[config.mk]
export PLATFORM = sky130hd
export DESIGN_NAME = xattr_section_scanner_top
export DESIGN_NICKNAME = d
export VERILOG_FILES = /design/src/hdl/xss_pkg.sv /design/src/hdl/xattr_section_scanner_top.sv /design/src/hdl/xss_parser.sv
export SDC_FILE = /design/constraint.sdc
export NUM_CORES = 2
export LEC_CHECK = 0
export ABC_CLOCK_PERIOD_IN_PS = 6600
export BUFFER_PORTS_ARGS = -buffer_cell sky130_fd_sc_hd__buf_2
export CAP_MARGIN = 5
export CORE_ASPECT_RATIO = 0.7
export CORE_MARGIN = 4
export CORE_UTILIZATION = 50
export CTS_BUF_LIST = sky130_fd_sc_hd__clkbuf_16
export CTS_CLUSTER_DIAMETER = 100
export CTS_CLUSTER_SIZE = 40
export DETAILED_ROUTE_END_ITERATION = 12
export PLACE_DENSITY = 0.74
export SYNTH_ARGS = -nofsm -noshare
export SYNTH_HDL_FRONTEND = slang
export SYNTH_SLANG_ARGS = --single-unit
[constraint.sdc]
create_clock -name clk -period 6.6 [get_ports clk]
set_input_delay 0.66 -clock clk [delete_from_list [all_inputs] [get_ports clk]]
set_output_delay 0.66 -clock clk [all_outputs]
set_load 0.01 [all_outputs]
[src/hdl/xss_pkg.sv]
package xss_pkg;

	localparam int SECTION_BYTES = 65536;
	localparam int KEY_MAX_BYTES = 256;
	localparam int KEY_AW        = $clog2(KEY_MAX_BYTES);
	localparam int KEY_LW        = $clog2(KEY_MAX_BYTES + 1);
	localparam int OFFSET_W      = $clog2(SECTION_BYTES + 1);

	localparam logic [1:0] OP_CLEAR   = 2'd0;
	localparam logic [1:0] OP_APPEND  = 2'd1;
	localparam logic [1:0] OP_SECTION = 2'd2;

	localparam logic [1:0] ST_FOUND     = 2'd0;
	localparam logic [1:0] ST_NOT_FOUND = 2'd1;
	localparam logic [1:0] ST_ERROR     = 2'd2;
	localparam logic [1:0] ST_TOO_LARGE = 2'd3;

	typedef struct packed {
		logic [1:0] operation;
		logic [7:0] data_byte;
		logic       last;
	} beat_t;

	typedef struct packed {
		logic [1:0]  status;
		logic [15:0] value_offset;
		logic [15:0] value_length;
		logic [13:0] entry_count;
		logic [16:0] names_total;
		logic        well_formed;
	} result_t;

endpackage

[src/hdl/xattr_section_scanner_top.sv]
// Extended-attribute section scanner.
// Item channel (item_valid / item_stall): one beat per key byte or section byte.
//   operation 0 clears the search key, 1 appends data_byte to it (up to 256 bytes),
//   2 feeds one section byte; last marks the final section byte. Key beats taken
//   in the middle of a section are dropped.
// Result channel (result_valid / result_stall): one beat per section, carrying
//   status, value offset and length, entry count, name list total and well_formed.
// Configuration: cfg_we writes cfg_data into value_capacity (reset 65535); write
//   it only while no section is in flight.
// Throughput: one beat per cycle unless item_stall is high. Each beat is registered,
//   then parsed in a single pass against a key byte prefetched from the key memory.
// The final section beat is registered and parsed; result_valid is then registered.
// Stall: a waiting result stays in the output register; the input register keeps
//   taking beats until a final beat finds the output still occupied, then
//   item_stall rises until result_stall drops.
// Reset: clears the key length, the parse state and both registers' valid flags;
//   value_capacity returns to 65535. Key memory contents are not cleared.
module xattr_section_scanner_top (
	input  logic        clk,
	input  logic        arst_n,
	input  logic        cfg_we,
	input  logic [15:0] cfg_data,
	input  logic        item_valid,
	output logic        item_stall,
	input  logic [1:0]  operation,
	input  logic [7:0]  data_byte,
	input  logic        last,
	output logic        result_valid,
	input  logic        result_stall,
	output logic [1:0]  status,
	output logic [15:0] value_offset,
	output logic [15:0] value_length,
	output logic [13:0] entry_count,
	output logic [16:0] names_total,
	output logic        well_formed
);

	logic             valid_s1;
	xss_pkg::beat_t   beat_s1;
	logic [15:0]      capacity_q;
	logic             out_free;
	logic             take;
	logic             accept;
	logic             emit;
	xss_pkg::result_t res;
	xss_pkg::result_t result_q;

	assign out_free   = !result_valid || !result_stall;
	assign take       = valid_s1 &&
		(!(beat_s1.operation == xss_pkg::OP_SECTION && beat_s1.last) || out_free);
	assign item_stall = valid_s1 && !take;
	assign accept     = item_valid && !item_stall;

	always_ff @(posedge clk or negedge arst_n) begin
		if (!arst_n) begin
			capacity_q <= 16'hFFFF;
		end else if (cfg_we) begin
			capacity_q <= cfg_data;
		end
	end

	always_ff @(posedge clk or negedge arst_n) begin
		if (!arst_n) begin
			valid_s1 <= 1'b0;
		end else begin
			valid_s1 <= accept || (valid_s1 && !take);
		end
	end

	always_ff @(posedge clk) begin
		if (accept)
			beat_s1 <= '{operation: operation, data_byte: data_byte, last: last};
	end

	xss_parser u_parser (
		.clk            (clk),
		.arst_n         (arst_n),
		.value_capacity (capacity_q),
		.take           (take),
		.beat           (beat_s1),
		.emit           (emit),
		.res            (res)
	);

	always_ff @(posedge clk or negedge arst_n) begin
		if (!arst_n) begin
			result_valid <= 1'b0;
		end else if (emit) begin
			result_valid <= 1'b1;
		end else if (!result_stall) begin
			result_valid <= 1'b0;
		end
	end

	always_ff @(posedge clk) begin
		if (emit)
			result_q <= res;
	end

	assign status       = result_q.status;
	assign value_offset = result_q.value_offset;
	assign value_length = result_q.value_length;
	assign entry_count  = result_q.entry_count;
	assign names_total  = result_q.names_total;
	assign well_formed  = result_q.well_formed;

endmodule

[src/hdl/xss_parser.sv]
module xss_parser (
	input  logic             clk,
	input  logic             arst_n,
	input  logic [15:0]      value_capacity,
	input  logic             take,
	input  xss_pkg::beat_t   beat,
	output logic             emit,
	output xss_pkg::result_t res
);

	localparam logic [2:0] PH_COUNT = 3'd0;
	localparam logic [2:0] PH_NLEN  = 3'd1;
	localparam logic [2:0] PH_NAME  = 3'd2;
	localparam logic [2:0] PH_VLEN  = 3'd3;
	localparam logic [2:0] PH_VALUE = 3'd4;
	localparam logic [2:0] PH_DONE  = 3'd5;
	localparam logic [2:0] PH_EXTRA = 3'd6;

	localparam logic [1:0] LK_NONE  = 2'd0;
	localparam logic [1:0] LK_FOUND = 2'd1;
	localparam logic [1:0] LK_BIG   = 2'd3;

	logic [7:0] key_mem [xss_pkg::KEY_MAX_BYTES];
	logic [7:0] key_rd_q;
	logic       key_wr;

	logic [xss_pkg::KEY_LW-1:0]   key_len_q, key_len_d;
	logic [xss_pkg::KEY_AW-1:0]   name_idx_q, name_idx_d;
	logic [2:0]                   phase_q, phase_d;
	logic [31:0]                  acc_q, acc_d, acc_new;
	logic [1:0]                   fidx_q, fidx_d;
	logic [31:0]                  ent_rem_q, ent_rem_d;
	logic [31:0]                  byte_rem_q, byte_rem_d;
	logic [xss_pkg::OFFSET_W-1:0] offset_q, offset_d, off_inc;
	logic                         match_q, match_d;
	logic [1:0]                   lk_q, lk_d;
	logic [15:0]                  found_off_q, found_off_d;
	logic [31:0]                  found_len_q, found_len_d;
	logic [13:0]                  parsed_q, parsed_d;
	logic [16:0]                  names_q, names_d;
	logic [15:0]                  pend_q, pend_d;
	logic                         ovf_q, ovf_d;
	logic                         finish;
	logic [17:0]                  names_sum;
	logic                         hit;

	always_comb begin
		key_len_d   = key_len_q;
		name_idx_d  = name_idx_q;
		phase_d     = phase_q;
		acc_d       = acc_q;
		fidx_d      = fidx_q;
		ent_rem_d   = ent_rem_q;
		byte_rem_d  = byte_rem_q;
		offset_d    = offset_q;
		match_d     = match_q;
		lk_d        = lk_q;
		found_off_d = found_off_q;
		found_len_d = found_len_q;
		parsed_d    = parsed_q;
		names_d     = names_q;
		pend_d      = pend_q;
		ovf_d       = ovf_q;
		key_wr      = 1'b0;
		emit        = 1'b0;
		finish      = 1'b0;
		hit         = 1'b0;
		res         = '0;
		acc_new     = acc_q | ({24'd0, beat.data_byte} << {fidx_q, 3'b000});
		off_inc     = offset_q + 1'b1;
		names_sum   = {1'b0, names_q} + {2'b00, pend_q} + 18'd1;

		if (take) begin
			case (beat.operation)
				xss_pkg::OP_CLEAR: begin
					if (offset_q == '0)
						key_len_d = '0;
				end
				xss_pkg::OP_APPEND: begin
					if (offset_q == '0 && key_len_q < xss_pkg::KEY_LW'(xss_pkg::KEY_MAX_BYTES)) begin
						key_wr    = 1'b1;
						key_len_d = key_len_q + 1'b1;
					end
				end
				xss_pkg::OP_SECTION: begin
					if (offset_q == xss_pkg::OFFSET_W'(xss_pkg::SECTION_BYTES)) begin
						ovf_d = 1'b1;
					end else begin
						offset_d = off_inc;
						unique case (phase_q)
							PH_COUNT: begin
								if (fidx_q == 2'd3) begin
									ent_rem_d = acc_new;
									acc_d     = '0;
									fidx_d    = '0;
									phase_d   = (acc_new != '0) ? PH_NLEN : PH_DONE;
								end else begin
									acc_d  = acc_new;
									fidx_d = fidx_q + 1'b1;
								end
							end
							PH_NLEN: begin
								if (fidx_q == 2'd1) begin
									acc_d      = '0;
									fidx_d     = '0;
									pend_d     = acc_new[15:0];
									name_idx_d = '0;
									match_d    = (lk_q == LK_NONE) &&
										(16'(key_len_q) == acc_new[15:0]);
									byte_rem_d = {16'd0, acc_new[15:0]};
									phase_d    = (acc_new[15:0] == '0) ? PH_VLEN : PH_NAME;
								end else begin
									acc_d  = acc_new;
									fidx_d = fidx_q + 1'b1;
								end
							end
							PH_NAME: begin
								if (match_q && key_rd_q != beat.data_byte)
									match_d = 1'b0;
								name_idx_d = name_idx_q + 1'b1;
								byte_rem_d = byte_rem_q - 1'b1;
								if (byte_rem_q == 32'd1)
									phase_d = PH_VLEN;
							end
							PH_VLEN: begin
								if (fidx_q == 2'd3) begin
									acc_d  = '0;
									fidx_d = '0;
									if (match_q) begin
										found_off_d = off_inc[16] ? 16'hFFFF : off_inc[15:0];
										found_len_d = acc_new;
									end
									if (acc_new == '0) begin
										finish = 1'b1;
									end else begin
										byte_rem_d = acc_new;
										phase_d    = PH_VALUE;
									end
								end else begin
									acc_d  = acc_new;
									fidx_d = fidx_q + 1'b1;
								end
							end
							PH_VALUE: begin
								byte_rem_d = byte_rem_q - 1'b1;
								if (byte_rem_q == 32'd1)
									finish = 1'b1;
							end
							default: phase_d = PH_EXTRA;
						endcase
						if (finish) begin
							if (match_d)
								lk_d = ({16'd0, value_capacity} < found_len_d) ? LK_BIG : LK_FOUND;
							match_d   = 1'b0;
							parsed_d  = (parsed_q == 14'h3FFF) ? parsed_q : parsed_q + 1'b1;
							names_d   = names_sum[17] ? 17'h1FFFF : names_sum[16:0];
							ent_rem_d = ent_rem_q - 1'b1;
							phase_d   = (ent_rem_q != 32'd1) ? PH_NLEN : PH_DONE;
						end
					end

					if (beat.last) begin
						emit = 1'b1;
						if (lk_d == LK_FOUND)
							res.status = xss_pkg::ST_FOUND;
						else if (lk_d == LK_BIG)
							res.status = xss_pkg::ST_TOO_LARGE;
						else if (!ovf_d && (phase_d == PH_DONE || phase_d == PH_EXTRA))
							res.status = xss_pkg::ST_NOT_FOUND;
						else
							res.status = xss_pkg::ST_ERROR;
						hit = (lk_d == LK_FOUND) || (lk_d == LK_BIG);
						res.value_offset = hit ? found_off_d : '0;
						res.value_length = hit ?
							((found_len_d[31:16] != '0) ? 16'hFFFF : found_len_d[15:0]) : '0;
						res.entry_count  = parsed_d;
						res.names_total  = names_d;
						res.well_formed  = (phase_d == PH_DONE) && !ovf_d;

						name_idx_d  = '0;
						phase_d     = PH_COUNT;
						acc_d       = '0;
						fidx_d      = '0;
						ent_rem_d   = '0;
						byte_rem_d  = '0;
						offset_d    = '0;
						match_d     = 1'b0;
						lk_d        = LK_NONE;
						found_off_d = '0;
						found_len_d = '0;
						parsed_d    = '0;
						names_d     = '0;
						pend_d      = '0;
						ovf_d       = 1'b0;
					end
				end
				default: ;
			endcase
		end
	end

	always_ff @(posedge clk) begin
		if (key_wr)
			key_mem[key_len_q[xss_pkg::KEY_AW-1:0]] <= beat.data_byte;
		key_rd_q <= key_mem[name_idx_d];
	end

	always_ff @(posedge clk or negedge arst_n) begin
		if (!arst_n) begin
			key_len_q   <= '0;
			name_idx_q  <= '0;
			phase_q     <= PH_COUNT;
			acc_q       <= '0;
			fidx_q      <= '0;
			ent_rem_q   <= '0;
			byte_rem_q  <= '0;
			offset_q    <= '0;
			match_q     <= 1'b0;
			lk_q        <= LK_NONE;
			found_off_q <= '0;
			found_len_q <= '0;
			parsed_q    <= '0;
			names_q     <= '0;
			pend_q      <= '0;
			ovf_q       <= 1'b0;
		end else begin
			key_len_q   <= key_len_d;
			name_idx_q  <= name_idx_d;
			phase_q     <= phase_d;
			acc_q       <= acc_d;
			fidx_q      <= fidx_d;
			ent_rem_q   <= ent_rem_d;
			byte_rem_q  <= byte_rem_d;
			offset_q    <= offset_d;
			match_q     <= match_d;
			lk_q        <= lk_d;
			found_off_q <= found_off_d;
			found_len_q <= found_len_d;
			parsed_q    <= parsed_d;
			names_q     <= names_d;
			pend_q      <= pend_d;
			ovf_q       <= ovf_d;
		end
	end

endmodule

==> flow_summary_export.csv <==
group,metric,value,unit
power,switching_share,32.14,%
worst_setup_path,path_max_fanout,83,
worst_setup_path,r2r_start,"u_parser.offset_q[0]",
cts,cts_tree,"done",
synth,avgSynthCellArea,13.22,um^2
floorplan,dieArea,204400,um^2
power,powerDensity,293.3,nW/um^2
detailed_routing,viasPerCell,6.519,
sta,finalSetupViolCount,0,
cts,cts_buffers,69,
floorplan,rows,136,
power,netSwitchingPower,9.826,mW
sta,report.final.slew_viol_count,0,
finish,mostFrequentLayoutCells,"edfxtp_1 (2,125), nand2_1 (1,275), nor2_1 (533), mux2i_1 (375), a21oi_1 (364)",
worst_setup_path,r2r-end,"u_parser.key_rd_q[1]",
worst_setup_path,r2r_slack,0.26,ns
floorplan,start_util,50.24,%
floorplan,coreArea,196200,um^2
flow_run,cap_violations,0,
synth,postSynthNetCount,7534,
detailed_routing,wl_met3,42110,um
synth,synth_area_leader_cell,"edfxtp_1",
synth,synth_top_family_by_area,"simple AND/OR/NAND/NOR gates",
finish,nNetsFinal,7412,
synth,synth_compound_area_share,9.808,%
detailed_routing,top_layer_used,"met5",
synth,synth.distinct_cells,86,
global_routing,antenna_found_initial,10,
synth,synthXorXnorAreaFrac,0.4799,%
worst_hold_path,min_path_type,"input port to register",
sta,finalCriticalPeriod,6.336,ns
cts,cts_setup_buffers,0,
detailed_routing,drt-total-wl,279700,um
sta,period_share,96.00,%
cts,clock_sinks,2385,
cts,worstSkewPairLatency,0.79,ns
sta,maxSlewHeadroom,6.052,%
cts,cts_max_level,3,
detailed_routing,met1_length,113200,um
placed_design,place_congestion,0.9339,
worst_setup_path,start_kind,"register",
sta,fin_skew,0.04204,ns
worst_setup_path,crit_end,"u_parser.key_rd_q[1]",
finish,layout_commonest_cell,"edfxtp_1",
cts,cts_buffer_depth,3,
synth,synth_cells,7455,
synth,synth_mux_area_share,4.140,%
worst_setup_path,critPathLaunch,"u_parser.offset_q[0]",
synth,synth_adder_area_share,0.6043,%
floorplan,die_h,379.5,um
sta,hold_viol_final,0,
placed_design,placement.io_buffers,99,
placed_design,dpl.hpwl,173200,um
synth,yosys-top-cells-area,"edfxtp_1 (65%), dfrtp_1 (6.0%), nand2_1 (4.9%), mux2i_1 (3.8%), nor2_1 (2.0%)",
worst_setup_path,crit_type,"register to register",
outcome,status,"complete, no violations",
synth,async_flop_share,10.57,%
finish,drive_gt1_share,6.534,%
detailed_routing,drt-initial-drc-count,11590,
detailed_routing,wl_met2,116500,um
global_routing,grt_max_degree,181,
power,leakagePower,36.63,nW
synth,ys.warnings.count,0,
detailed_routing,drc,0,
global_routing,grt_usage,26.45,%
power,power.internal,20.75,mW
synth,synth_ff_type,"edfxtp_1",
power,vdd_drop_max,0.2433,mV
synth,ys_ff_latch,2385,
finish,num-fill-cells,15840,
power,p_clk_share,20.6,%
detailed_routing,wl_per_cell,28.00,um
sta,setup_tns,0,ns
sta,fmax,0.1578,GHz
synth,synthSimpleGateAreaFrac,11.33,%
finish,syn2layout_area_growth,5.774,%
finish,final_util,53.14,%
floorplan,die_width,538.7,um
global_routing,grt_pass1_wl,405800,um
sta,worstMarginPinSlew,1.409,ns
power,pwr-share-comb,23.9,%
detailed_routing,ant_nets,0,
synth,synth_seq_area_share,71.32,%
detailed_routing,first_pass_iters,7,
worst_setup_path,endpoint_kind,"register",
synth,synth_edf_count,2125,
global_routing,grt_pass1_vias,59800,
synth,synth_top_area_share,64.74,%
cts,clk_pin_slew,0.15,ns
sta,rsz0062_at_grt,"false",
power,seqPwrFrac,55.5,%
worst_setup_path,worst-endpoint-required,7.24,ns
global_routing,grt-ovfl-total,0,
synth,syn_area,98560,um^2
worst_setup_path,worstPathArrival,6.97,ns
worst_hold_path,min_from,"data_byte[4]",
cts,root_buffer,"clkbuf_16",
floorplan,ioPinCount,100,
worst_setup_path,r2r.worst_path.cells,14,
detailed_routing,vias,65120,
-- final cells by class --
class | count | area, um^2 | area share [%]
Multi-Input combinational cell | 4532 | 26210 | 25.14
Clock buffer | 69 | 1727 | 1.656
Antenna cell | 6 | 15.01 | 0.01440
Tap cell | 2622 | 3281 | 3.147
Sequential cell | 2385 | 70300 | 67.43
Timing Repair Buffer | 304 | 2345 | 2.249
Clock inverter | 31 | 202.7 | 0.1944
Inverter | 41 | 171.4 | 0.1644
-- synthesized netlist by cell type (all sizes together), types with 82 or more instances --
cell type / instances
a211oi: 196
o22ai: 189
nor4: 119
nand3: 161
o21ai: 280
nor3: 82
dfrtp: 236
edfxtp: 2125
mux2i: 375
a21oi: 365
nor2: 537
clkbuf: 315
buf: 182
nand2: 1277
a31oi: 87
a311oi: 157
and3: 208
-- metrics by stage --
step	setup WS, ns	hold WS [ns]	area [um^2]	std cells	power, mW
2_1_floorplan	0.5651	0.3644	98560	7455	21.47
3_3_place_gp	0.6171	0.4605	102300	9882	24.14
3_5_place_dp	0.4979	0.4677	102300	9883	24.26
6_report	0.2639	0.05315	104300	9990	30.57
5_1_grt	0.2997	0.01743	104200	9985	31.48
4_1_cts	0.4270	0.01336	104200	9984	30.26
-- worst min path at each step --
stage                              endpoint  slack [ns]  depth (start not counted)
global route                     beat_s1[3]        0.02                          1
global placement    u_parser.found_off_q[2]        0.46                          1
CTS                              beat_s1[5]        0.01                          1
detailed placement        u_parser.acc_q[7]        0.47                          2
floorplan                      result_valid        0.36                          0
finish                           beat_s1[5]        0.05                          1
-- state kept, by name, summed over array words and instances (netlist names), 3 cells and up --
| name | cells |
|---|---|
| u_parser.key_mem | 2048 |
| u_parser.acc_q | 32 |
| u_parser.byte_rem_q | 32 |
| u_parser.ent_rem_q | 32 |
| u_parser.found_len_q | 32 |
| names_total | 17 |
| u_parser.names_q | 17 |
| u_parser.offset_q | 17 |
| capacity_q | 16 |
| u_parser.found_off_q | 16 |
| u_parser.pend_q | 16 |
| value_length | 16 |
| value_offset | 16 |
| entry_count | 14 |
| u_parser.parsed_q | 14 |
| beat_s1 | 11 |
| u_parser.key_len_q | 9 |
| u_parser.key_rd_q | 8 |
| u_parser.name_idx_q | 8 |
| u_parser.phase_q | 3 |
-- worst max-delay path, cell delays in order, from the launching register on --
cell,delay [ns]
dfrtp_1,0.48
inv_1,0.09
ha_1,0.17
or4bb_1,0.49
nor4_4,0.46
o211ai_1,0.26
and2_4,0.33
inv_8,0.61
buf_12,0.50
mux2i_1,0.32
o22ai_1,0.13
nor4_1,0.80
o22ai_1,0.36
nor3_1,0.92
nor4_1,0.15
-- layer usage --
layer	vias to the layer above	global-route usage, %
li1	27810	-
met1	32300	39.84
met2	4549	36.80
met3	463	8.905
met4	2	6.567
met5	-	0
-- power groups by stage --
| stage | Clock (mW) | Combinational, mW | Sequential, mW |
|---|---|---|---|
| floorplan | 0 | 4.16 | 17.3 |
| global placement | 0 | 6.87 | 17.3 |
| detailed placement | 0 | 6.98 | 17.3 |
| CTS | 6.31 | 7.00 | 17.0 |
| global route | 6.83 | 7.65 | 17.0 |
| finish | 6.31 | 7.29 | 17.0 |
-- cell families after synthesis --
logic type,Yosys count
muxes,399
and+or+nand+nor,2540
xor gates and xnor gates,54
DFF,2385
buffers and inverters,538
AOI/OAI and AO/OA,1492
adders and majority gates,47
-- what timing repair did --
item	CTS	global route
hold endpoints to repair	13	0
hold buffers	1	0
resized for setup	0	0
Note: power is estimated with default switching activity, not from simulation.
